$ cat src/rtl/pmfs_pkg.sv
package pmfs_pkg;

  localparam int MAX_DATA_WORDS = 64;
  localparam int WORD_BITS      = 64;
  localparam int SHIFT_BITS     = 64;
  localparam int CFG_IDX_BITS   = 3;
  localparam int CFG_DATA_BITS  = 64;
  localparam int COUNT_BITS     = 32;

  localparam logic [CFG_IDX_BITS-1:0] REG_SYNC_PATTERN    = 3'd0;
  localparam logic [CFG_IDX_BITS-1:0] REG_SYNC_MASK       = 3'd1;
  localparam logic [CFG_IDX_BITS-1:0] REG_SYNC_LENGTH     = 3'd2;
  localparam logic [CFG_IDX_BITS-1:0] REG_WORD_LENGTH     = 3'd3;
  localparam logic [CFG_IDX_BITS-1:0] REG_BITS_PER_FRAME  = 3'd4;
  localparam logic [CFG_IDX_BITS-1:0] REG_WORDS_PER_FRAME = 3'd5;
  localparam logic [CFG_IDX_BITS-1:0] REG_MIN_SYNCS       = 3'd6;

  localparam logic [6:0]  RST_SYNC_LENGTH     = 7'd32;
  localparam logic [6:0]  RST_WORD_LENGTH     = 7'd16;
  localparam logic [15:0] RST_BITS_PER_FRAME  = 16'd1024;
  localparam logic [6:0]  RST_WORDS_PER_FRAME = 7'd65;

  localparam logic [16:0] FBC_MAX  = 17'h1FFFF;
  localparam logic [6:0]  BITS_MAX = 7'd64;
  localparam logic [6:0]  WC_MAX   = 7'h7F;

  typedef struct packed {
    logic [SHIFT_BITS-1:0] sync_pattern;
    logic [SHIFT_BITS-1:0] sync_mask;
    logic [6:0]            sync_length;
    logic [6:0]            word_length;
    logic [15:0]           bits_per_frame;
    logic [6:0]            words_per_frame;
    logic [7:0]            min_syncs;
  } cfg_t;

  typedef struct packed {
    logic                  en;
    logic [6:0]            addr;
    logic [SHIFT_BITS-1:0] data;
  } store_wr_t;

  typedef struct packed {
    logic       start;
    logic [6:0] count;
  } release_t;

  function automatic logic [SHIFT_BITS-1:0] word_mask(input logic [6:0] wl);
    logic [SHIFT_BITS-1:0] m;
    for (int i = 0; i < SHIFT_BITS; i++) begin
      m[i] = (7'(i) < wl);
    end
    return m;
  endfunction

endpackage

$ cat src/rtl/pmfs_if.sv
interface pmfs_bit_if;
  logic valid;
  logic ready;
  logic serial_bit;

  modport source (output valid, output serial_bit, input ready);
  modport sink   (input valid, input serial_bit, output ready);
endinterface

interface pmfs_word_if;
  logic                                valid;
  logic                                ready;
  logic [pmfs_pkg::SHIFT_BITS-1:0]     data_word;
  logic [5:0]                          word_index;
  logic                                last_word;
  logic [pmfs_pkg::COUNT_BITS-1:0]     good_sync_count;
  logic [pmfs_pkg::COUNT_BITS-1:0]     sync_error_count;

  modport source (output valid, output data_word, output word_index, output last_word,
                  output good_sync_count, output sync_error_count, input ready);
  modport sink   (input valid, input data_word, input word_index, input last_word,
                  input good_sync_count, input sync_error_count, output ready);
endinterface

$ cat src/rtl/pcm_minor_frame_sync.sv
// PCM minor frame synchronizer. Serial bits arrive one at a time on the bits channel,
// most significant bit first, and are taken only while no burst is in progress. Data
// words are written into a frame store memory of MAX_DATA_WORDS entries. When a sync
// lands exactly one frame length after the previous one, a full frame is collected and
// the good-sync count has reached min_syncs, the stored frame leaves on the words
// channel; each word passes a memory read state and an output state that holds while
// the output stalls, and the bits channel is held off until the last word is taken.
// There is no clearing pass after reset. Configuration registers are written through
// write_en, reg_index and write_data and must only change while no burst is in progress.
module pcm_minor_frame_sync #(
  parameter int MAX_DATA_WORDS = pmfs_pkg::MAX_DATA_WORDS,
  parameter int WORD_BITS      = pmfs_pkg::WORD_BITS
) (
  input  logic                                  clk,
  input  logic                                  rst,
  input  logic                                  write_en,
  input  logic [pmfs_pkg::CFG_IDX_BITS-1:0]     reg_index,
  input  logic [pmfs_pkg::CFG_DATA_BITS-1:0]    write_data,
  pmfs_bit_if.sink                              bits,
  pmfs_word_if.source                           words
);

  pmfs_pkg::cfg_t      cfg;
  pmfs_pkg::store_wr_t wr;
  pmfs_pkg::release_t  rel;
  logic [pmfs_pkg::COUNT_BITS-1:0] good_sync_count;
  logic [pmfs_pkg::COUNT_BITS-1:0] sync_error_count;
  logic busy;
  logic step;

  always_ff @(posedge clk) begin
    if (rst) begin
      cfg.sync_pattern    <= '0;
      cfg.sync_mask       <= '0;
      cfg.sync_length     <= pmfs_pkg::RST_SYNC_LENGTH;
      cfg.word_length     <= pmfs_pkg::RST_WORD_LENGTH;
      cfg.bits_per_frame  <= pmfs_pkg::RST_BITS_PER_FRAME;
      cfg.words_per_frame <= pmfs_pkg::RST_WORDS_PER_FRAME;
      cfg.min_syncs       <= '0;
    end else if (write_en) begin
      case (reg_index)
        pmfs_pkg::REG_SYNC_PATTERN:    cfg.sync_pattern    <= write_data;
        pmfs_pkg::REG_SYNC_MASK:       cfg.sync_mask       <= write_data;
        pmfs_pkg::REG_SYNC_LENGTH:     cfg.sync_length     <= write_data[6:0];
        pmfs_pkg::REG_WORD_LENGTH:     cfg.word_length     <= write_data[6:0];
        pmfs_pkg::REG_BITS_PER_FRAME:  cfg.bits_per_frame  <= write_data[15:0];
        pmfs_pkg::REG_WORDS_PER_FRAME: cfg.words_per_frame <= write_data[6:0];
        pmfs_pkg::REG_MIN_SYNCS:       cfg.min_syncs       <= write_data[7:0];
        default: ;
      endcase
    end
  end

  assign bits.ready = !busy;
  assign step       = bits.valid && bits.ready;

  pmfs_tracker #(
    .MAX_DATA_WORDS(MAX_DATA_WORDS)
  ) u_tracker (
    .clk              (clk),
    .rst              (rst),
    .cfg              (cfg),
    .step             (step),
    .serial_bit       (bits.serial_bit),
    .wr               (wr),
    .rel              (rel),
    .good_sync_count  (good_sync_count),
    .sync_error_count (sync_error_count)
  );

  pmfs_burst #(
    .MAX_DATA_WORDS(MAX_DATA_WORDS),
    .WORD_BITS     (WORD_BITS)
  ) u_burst (
    .clk              (clk),
    .rst              (rst),
    .wr               (wr),
    .rel              (rel),
    .word_length      (cfg.word_length),
    .good_sync_count  (good_sync_count),
    .sync_error_count (sync_error_count),
    .busy             (busy),
    .words            (words)
  );

  a_no_bits_during_burst: assert property (@(posedge clk) disable iff (rst)
    !(words.valid && bits.ready))
    else $error("bits accepted while a burst is on the output");

  a_burst_ends: assert property (@(posedge clk) disable iff (rst)
    (words.valid && words.ready && words.last_word) |=> !words.valid)
    else $error("output still valid after the final word of a burst");

  a_errors_monotonic: assert property (@(posedge clk) disable iff (rst)
    !$past(rst) |-> (sync_error_count >= $past(sync_error_count)))
    else $error("sync error count went down");

  a_release_needs_step: assert property (@(posedge clk) disable iff (rst)
    rel.start |-> (step && !busy))
    else $error("frame release without an accepted bit");

endmodule

$ cat src/rtl/pmfs_tracker.sv
module pmfs_tracker #(
  parameter int MAX_DATA_WORDS = pmfs_pkg::MAX_DATA_WORDS
) (
  input  logic                              clk,
  input  logic                              rst,
  input  pmfs_pkg::cfg_t                    cfg,
  input  logic                              step,
  input  logic                              serial_bit,
  output pmfs_pkg::store_wr_t               wr,
  output pmfs_pkg::release_t                rel,
  output logic [pmfs_pkg::COUNT_BITS-1:0]   good_sync_count,
  output logic [pmfs_pkg::COUNT_BITS-1:0]   sync_error_count
);

  localparam logic [1:0] MODE_IDLE    = 2'd0;
  localparam logic [1:0] MODE_COLLECT = 2'd1;
  localparam logic [1:0] MODE_FULL    = 2'd2;
  localparam logic [6:0] MAX_WORDS    = 7'(MAX_DATA_WORDS);

  logic [pmfs_pkg::SHIFT_BITS-1:0] shift_word, shift_word_next;
  logic [6:0]  bits_seen, bits_seen_next;
  logic [16:0] frame_bit_count, frame_bit_count_next;
  logic [6:0]  word_count, word_count_next;
  logic [6:0]  word_bit_count, word_bit_count_next;
  logic [1:0]  mode, mode_next;
  logic [pmfs_pkg::COUNT_BITS-1:0] sync_counter, sync_counter_next;
  logic [pmfs_pkg::COUNT_BITS-1:0] error_counter, error_counter_next;

  logic [pmfs_pkg::COUNT_BITS-1:0] sync_inc;
  logic [6:0] wbc_inc;
  logic [6:0] burst_len;
  logic       hit;

  always_comb begin
    shift_word_next      = {shift_word[pmfs_pkg::SHIFT_BITS-2:0], serial_bit};
    bits_seen_next       = (bits_seen < pmfs_pkg::BITS_MAX) ? bits_seen + 7'd1 : bits_seen;
    frame_bit_count_next = (frame_bit_count < pmfs_pkg::FBC_MAX) ?
                           frame_bit_count + 17'd1 : frame_bit_count;
    word_count_next      = word_count;
    word_bit_count_next  = word_bit_count;
    mode_next            = mode;
    sync_counter_next    = sync_counter;
    error_counter_next   = error_counter;
    sync_inc             = sync_counter + 32'd1;
    wbc_inc              = word_bit_count + 7'd1;
    burst_len            = (cfg.words_per_frame == 7'd0) ? 7'd0 : cfg.words_per_frame - 7'd1;
    if (burst_len > MAX_WORDS) begin
      burst_len = MAX_WORDS;
    end
    hit = (bits_seen_next >= cfg.sync_length) &&
          ((shift_word_next & cfg.sync_mask) == cfg.sync_pattern);
    wr.en     = 1'b0;
    wr.addr   = word_count - 7'd1;
    wr.data   = shift_word_next & pmfs_pkg::word_mask(cfg.word_length);
    rel.start = 1'b0;
    rel.count = burst_len;

    if (hit) begin
      word_count_next      = 7'd1;
      word_bit_count_next  = 7'd0;
      mode_next            = MODE_COLLECT;
      if (frame_bit_count_next == {1'b0, cfg.bits_per_frame}) begin
        sync_counter_next = sync_inc;
        rel.start = step && (sync_inc >= {24'd0, cfg.min_syncs}) && (mode == MODE_FULL) &&
                    (burst_len != 7'd0);
      end else begin
        sync_counter_next = '0;
        if ((sync_inc != '0) && (error_counter != '1)) begin
          error_counter_next = error_counter + 32'd1;
        end
      end
      frame_bit_count_next = 17'd0;
    end else if (mode == MODE_COLLECT) begin
      word_bit_count_next = wbc_inc;
      if (wbc_inc >= cfg.word_length) begin
        wr.en = step && (word_count >= 7'd1) && (wr.addr < MAX_WORDS);
        word_bit_count_next = 7'd0;
        if (word_count < pmfs_pkg::WC_MAX) begin
          word_count_next = word_count + 7'd1;
        end
      end
      if (word_count_next >= cfg.words_per_frame) begin
        mode_next = MODE_FULL;
      end
    end
  end

  always_ff @(posedge clk) begin
    if (rst) begin
      shift_word      <= '0;
      bits_seen       <= '0;
      frame_bit_count <= '0;
      word_count      <= '0;
      word_bit_count  <= '0;
      mode            <= MODE_IDLE;
      sync_counter    <= '1;
      error_counter   <= '0;
    end else if (step) begin
      shift_word      <= shift_word_next;
      bits_seen       <= bits_seen_next;
      frame_bit_count <= frame_bit_count_next;
      word_count      <= word_count_next;
      word_bit_count  <= word_bit_count_next;
      mode            <= mode_next;
      sync_counter    <= sync_counter_next;
      error_counter   <= error_counter_next;
    end
  end

  assign good_sync_count  = sync_counter;
  assign sync_error_count = error_counter;

endmodule

$ cat src/rtl/pmfs_burst.sv
module pmfs_burst #(
  parameter int MAX_DATA_WORDS = pmfs_pkg::MAX_DATA_WORDS,
  parameter int WORD_BITS      = pmfs_pkg::WORD_BITS
) (
  input  logic                              clk,
  input  logic                              rst,
  input  pmfs_pkg::store_wr_t               wr,
  input  pmfs_pkg::release_t                rel,
  input  logic [6:0]                        word_length,
  input  logic [pmfs_pkg::COUNT_BITS-1:0]   good_sync_count,
  input  logic [pmfs_pkg::COUNT_BITS-1:0]   sync_error_count,
  output logic                              busy,
  pmfs_word_if.source                       words
);

  localparam int AW = (MAX_DATA_WORDS > 1) ? $clog2(MAX_DATA_WORDS) : 1;

  localparam logic [1:0] ST_IDLE = 2'd0;
  localparam logic [1:0] ST_READ = 2'd1;
  localparam logic [1:0] ST_SHOW = 2'd2;

  logic [WORD_BITS-1:0] store [MAX_DATA_WORDS];
  logic [WORD_BITS-1:0] rdata;
  logic [1:0]           state, state_next;
  logic [6:0]           idx, idx_next;
  logic [6:0]           count;
  logic                 last;
  logic [pmfs_pkg::SHIFT_BITS-1:0] keep_mask;
  logic [pmfs_pkg::SHIFT_BITS-1:0] out_word;

  always_ff @(posedge clk) begin
    if (wr.en) begin
      store[wr.addr[AW-1:0]] <= wr.data[WORD_BITS-1:0];
    end
    if (state == ST_READ) begin
      rdata <= store[idx[AW-1:0]];
    end
  end

  assign last = (idx + 7'd1 == count);

  always_comb begin
    state_next = state;
    idx_next   = idx;
    case (state)
      ST_IDLE: begin
        if (rel.start) begin
          state_next = ST_READ;
          idx_next   = 7'd0;
        end
      end
      ST_READ: state_next = ST_SHOW;
      ST_SHOW: begin
        if (words.ready) begin
          idx_next   = idx + 7'd1;
          state_next = last ? ST_IDLE : ST_READ;
        end
      end
      default: state_next = ST_IDLE;
    endcase
  end

  always_ff @(posedge clk) begin
    if (rst) begin
      state <= ST_IDLE;
      idx   <= '0;
    end else begin
      state <= state_next;
      idx   <= idx_next;
    end
    if (state == ST_IDLE && rel.start) begin
      count <= rel.count;
    end
  end

  always_comb begin
    keep_mask                = pmfs_pkg::word_mask(word_length);
    out_word                 = '0;
    out_word[WORD_BITS-1:0]  = rdata & keep_mask[WORD_BITS-1:0];
  end

  assign busy                   = (state != ST_IDLE);
  assign words.valid            = (state == ST_SHOW);
  assign words.data_word        = out_word;
  assign words.word_index       = idx[5:0];
  assign words.last_word        = last;
  assign words.good_sync_count  = good_sync_count;
  assign words.sync_error_count = sync_error_count;

endmodule

$ cat src/flat_wrapper.sv
// flat-port wrapper written by rule: the top's interface ports become plain ports
module pcm_minor_frame_sync_flat 
#(
  parameter int MAX_DATA_WORDS = pmfs_pkg::MAX_DATA_WORDS,
  parameter int WORD_BITS      = pmfs_pkg::WORD_BITS
)
  (clk, rst, write_en, reg_index, write_data, bits_valid, bits_serial_bit, bits_ready, words_valid, words_data_word, words_word_index, words_last_word, words_good_sync_count, words_sync_error_count, words_ready);
  pmfs_bit_if bits_i ();
  pmfs_word_if words_i ();
  input  logic clk;
  input  logic rst;
  input  logic write_en;
  input  logic [pmfs_pkg::CFG_IDX_BITS-1:0] reg_index;
  input  logic [pmfs_pkg::CFG_DATA_BITS-1:0] write_data;
  input wire logic [$bits(bits_i.valid)-1:0] bits_valid;
  input wire logic [$bits(bits_i.serial_bit)-1:0] bits_serial_bit;
  output wire logic [$bits(bits_i.ready)-1:0] bits_ready;
  output wire logic [$bits(words_i.valid)-1:0] words_valid;
  output wire logic [$bits(words_i.data_word)-1:0] words_data_word;
  output wire logic [$bits(words_i.word_index)-1:0] words_word_index;
  output wire logic [$bits(words_i.last_word)-1:0] words_last_word;
  output wire logic [$bits(words_i.good_sync_count)-1:0] words_good_sync_count;
  output wire logic [$bits(words_i.sync_error_count)-1:0] words_sync_error_count;
  input wire logic [$bits(words_i.ready)-1:0] words_ready;
  assign bits_i.valid = bits_valid;
  assign bits_i.serial_bit = bits_serial_bit;
  assign bits_ready = bits_i.ready;
  assign words_valid = words_i.valid;
  assign words_data_word = words_i.data_word;
  assign words_word_index = words_i.word_index;
  assign words_last_word = words_i.last_word;
  assign words_good_sync_count = words_i.good_sync_count;
  assign words_sync_error_count = words_i.sync_error_count;
  assign words_i.ready = words_ready;
  pcm_minor_frame_sync #(.MAX_DATA_WORDS(MAX_DATA_WORDS), .WORD_BITS(WORD_BITS)) u_core (.clk(clk), .rst(rst), .write_en(write_en), .reg_index(reg_index), .write_data(write_data), .bits(bits_i), .words(words_i));
endmodule
$ cat config.mk
export PLATFORM = sky130hd
export DESIGN_NAME = pcm_minor_frame_sync_flat
export DESIGN_NICKNAME = d
export VERILOG_FILES = /design/src/rtl/pmfs_pkg.sv /design/src/rtl/pmfs_if.sv /design/src/rtl/pcm_minor_frame_sync.sv /design/src/rtl/pmfs_tracker.sv /design/src/rtl/pmfs_burst.sv /design/src/flat_wrapper.sv
export SDC_FILE = /design/constraint.sdc
export NUM_CORES = 2
export LEC_CHECK = 0
export ABC_CLOCK_PERIOD_IN_PS = 6900
export BUFFER_PORTS_ARGS = -buffer_cell sky130_fd_sc_hd__buf_4
export CELL_PAD_IN_SITES_DETAIL_PLACEMENT = 1
export CELL_PAD_IN_SITES_GLOBAL_PLACEMENT = 2
export CORE_ASPECT_RATIO = 0.6
export CORE_MARGIN = 5
export CORE_UTILIZATION = 52
export CTS_BUF_LIST = sky130_fd_sc_hd__clkbuf_8
export DETAILED_ROUTE_END_ITERATION = 12
export PLACE_DENSITY_LB_ADDON = 0.1
export SYNTH_ARGS = -nofsm -noshare
export SYNTH_HDL_FRONTEND = slang
export SYNTH_SLANG_ARGS = --single-unit
$ cat constraint.sdc
create_clock -name clk -period 6.9 [get_ports clk]
set_input_delay 0.345 -clock clk [delete_from_list [all_inputs] [get_ports clk]]
set_output_delay 0.345 -clock clk [all_outputs]
set_load 0.03 [all_outputs]
==> flow_summary.toml <==
[timing]
fmaxAchievable_mhz = 163
tightest_slew_ps = 1420
maxSlewHeadroom = 0.0466
drv_slew = 0
setup_viol = 0
rsz0062_at_grt = "false"
post-route-min-period_ps = 6130
finalClockSkew_ps = 79.0
period_share = 0.889
totalNegativeSetupSlack_ps = 0
finalHoldViolations = 0

[yosys]
syn_area_um2 = 176000
netlist_instances = 8435
synth_fp_nets = 8547
synthDistinctLibCells = 89
ys_warn_count = 0
ys.flop_type = "edfxtp_1"
syn_area_per_cell_um2 = 20.8
synthArstFlopShare = 0
ys_ff_latch = 4516
synth_edf_count = 4167
yosysSeqAreaShare = 0.752

[final_layout]
fillCellCount = 28400
final_core_util = 0.592
drive_above_1_share = 0.290
area_growth_pct = 13.3
nNetsFinal = 9426

[flow_run]
drv_cap = 0

[place]
portBuffers = 209
place_congestion = 0.869
hpwl_mm = 341

[pwr]
leakage_nw = 63.7
seqPwrFrac = 0.590
switching_power_mw = 10.8
vdd_drop_max_v = 0.000232
powerDensity_nw_per_um2 = 251
clock_power_share = 0.399
p_comb_frac = 0.011
cellInternalPower_mw = 39.2
power.share.switching = 0.216

[clocking]
cts_buffer_depth = 4
cts_resized = 0
cts_buffers = 657
clkLatencyLatePin_ps = 1110
htree_num_levels = 6
cts-root-buf = "clkbuf_8"
cts_sinks = 4516
cts_setup_buffers = 0
cts_tree = "yes"
clk_pin_slew_ps = 60

[worst_setup_path]
max_stage_delay_ps = 950
crit_type = "register to register"
crit_chain = "ha_1 > nor2b_1 > nand2_1 > xnor2_1 > ha_1 > nor3_1 > o21ai_0 > a31oi_1 > o31a_1 > and2_1 > and4_1 > nand2_1 > nor2_4 > buf_12"
worstPathRequired_ps = 7630
path_delay_family = "simple AND/OR/NAND/NOR gates"
crit_buf_inv = 1
cp_data_arrival_time_ps = 6860
end_kind = "register"
critPathSlowestCell = "nor2_4"
cp_max_fo = 25
start_kind = "register"

[routing]
vias_per_cell = 6.65
drt-total-wl_mm = 548
drt_first_iter_violations = 14300
firstDrtPassIters = 7
vias = 95400
drt_drc_violations_left = 0
drtAntennaViolNets = 0
wl_per_cell_um = 38.1

[die]
initial_core_util = 0.522
die-area_um2 = 350000
rows = 165
ios = 210
core_region_area_um2 = 337000
die_h_um = 460
fp.dieW_um = 761

[hold_path]
hold_path.class = "primary input to register"

[global_route]
grt_max_degree = 178
grt_use_total = 0.312
antenna_found_initial = 61
grt_pass1_vias = 93700
grt_overflow = 0
grt_pass1_wl_mm = 762

[status]
status = "completed"
## power groups by stage
stage	Sequential, mW	Clock, mW	Combinational [mW]
floorplan	30.1	0	0.234
global placement	30.1	0	0.483
detailed placement	30.1	0	0.491
CTS	29.5	20.3	0.548
global route	29.5	21.7	0.581
finish	29.5	19.9	0.556
## timing repair
item	in CTS	in global routing
endpoints found under the setup margin	0	0
hold buffers	119	0
endpoints found under the hold margin	269	0
## stage by stage
step	cell area (um^2)	power [mW]	worst slack, ps	std cells	hold WS, ps
2_1_floorplan	176000	30.3	907	8435	436
3_3_place_gp	186000	30.6	816	13000	442
3_5_place_dp	186000	30.6	1020	13000	450
4_1_cts	199000	50.3	891	14300	0.452
5_1_grt	199000	51.8	597	14300	59.2
6_report	199000	50.0	766	14400	103
## synthesized netlist by cell type, types with 9 or more instances
cell | n | area share
dfxtp_1 | 349 | 0.040
or4_1 | 13 | 0.00056
nand2_1 | 574 | 0.012
o21ai_0 | 63 | 0.0018
a221o_1 | 13 | 0.00074
nor2b_1 | 45 | 0.0016
a21o_1 | 30 | 0.0013
a31oi_1 | 13 | 0.00046
a22oi_1 | 10 | 0.00043
nor4_1 | 18 | 0.00064
o22a_1 | 16 | 0.00080
nor3_1 | 41 | 0.0012
inv_1 | 41 | 0.00088
or3_1 | 23 | 0.00082
buf_1 | 95 | 0.0020
buf_2 | 22 | 0.00063
nand2b_1 | 17 | 0.00061
mux4_2 | 1338 | 0.17
clkbuf_1 | 340 | 0.0073
edfxtp_1 | 4167 | 0.71
nand4_1 | 38 | 0.0014
a21oi_1 | 350 | 0.010
o21a_1 | 9 | 0.00038
xnor2_1 | 51 | 0.0025
xor2_1 | 20 | 0.0010
mux2i_1 | 22 | 0.0013
and4_1 | 13 | 0.00065
nand3_1 | 95 | 0.0027
o31ai_1 | 11 | 0.00047
a21boi_0 | 29 | 0.0012
o21ai_1 | 32 | 0.00091
and3_1 | 74 | 0.0026
and3b_1 | 17 | 0.00085
and2_1 | 85 | 0.0030
nor2_1 | 173 | 0.0037
ha_1 | 39 | 0.0028
a211oi_1 | 27 | 0.0012
## cell usage in the layout (no fill, tap or decap), types with 119 or more instances in the layout
master         Yosys  layout
nand2_1          574     571
a21oi_1          350     344
clkbuf_8           0     682
buf_12             0     124
edfxtp_1        4167    4167
buf_4              8     443
dlygate4sd3_1      0     119
dfxtp_1          349     343
inv_1             41     258
clkinv_1           2     173
mux4_2          1338    1338
## layout make-up
type | instances | area (um^2) | area share
multi-input combinational | 3408 | 42500 | 0.213
timing repair buffer | 687 | 7010 | 0.0352
tap | 4509 | 5640 | 0.0283
inverter | 44 | 165 | 0.000829
clock inverter | 488 | 2320 | 0.0117
antenna | 20 | 50.0 | 0.000251
clock buffer | 682 | 9390 | 0.0471
sequential | 4516 | 132000 | 0.663
## metal layers
layer | global-route usage | vias to the layer above | wire length, um
met1 | 0.494 | 51300 | 232000
met4 | 0.0885 | 12 | 16800
li1 | - | 36900 | -
met5 | 0 | - | 75
met2 | 0.433 | 6492 | 233000
met3 | 0.0771 | 763 | 65500
## kinds of logic (layout without fill, tap and decap cells)
group                    after synthesis  in the layout  synth area share
XOR/XNOR                              72             72           0.00367
AND/OR/NAND/NOR                     1267           1267            0.0347
flip-flops                          4516           4516             0.752
other                                  0             20                 0
AO/OA/AOI/OAI                        668            668            0.0231
multiplexers                        1361           1361             0.173
adder cells (fa/ha/maj)               40             40           0.00283
buffers and inverters                511           1901            0.0113
## tightest hold or removal path, stage by stage
cell and delay (ps):
dlygate4sd3_1 570, buf_4 150, nand2_1 50, a21oi_1 50
## state kept, by name (all words and copies together) (netlist names)
name                               cells
u_core.u_burst.rdata                  64
u_core.u_burst.count                   7
u_core.u_tracker.shift_word           63
u_core.u_tracker.frame_bit_count      17
u_core.cfg                           173
u_core.u_tracker.good_sync_count      32
u_core.u_tracker.sync_error_count     32
u_core.u_burst.state                   2
u_core.u_tracker.word_count            7
u_core.u_tracker.word_bit_count        7
u_core.u_tracker.bits_seen             7
u_core.u_burst.store                4096
u_core.u_burst.idx                     7
u_core.u_tracker.mode                  2
## final timing paths
kind / start / endpoint / slack (ps) / depth (start not counted)
worst min register to register: u_core.cfg[3]$_SDFFE_PP0P_ / u_core.cfg[3]$_SDFFE_PP0P_ / 460 / 2
worst min-delay path: write_data[53] / u_core.cfg[98]$_SDFFE_PP0P_ / 100 / 4
worst max-delay path: u_core.u_tracker.bits_seen[0]$_SDFFE_PP0P_ / u_core.u_burst.store[38][6]$_DFFE_PP_ / 770 / 14
worst max register to register: u_core.u_tracker.bits_seen[0]$_SDFFE_PP0P_ / u_core.u_burst.store[38][6]$_DFFE_PP_ / 770 / 14
Note: power is estimated with default switching activity, not from simulation.
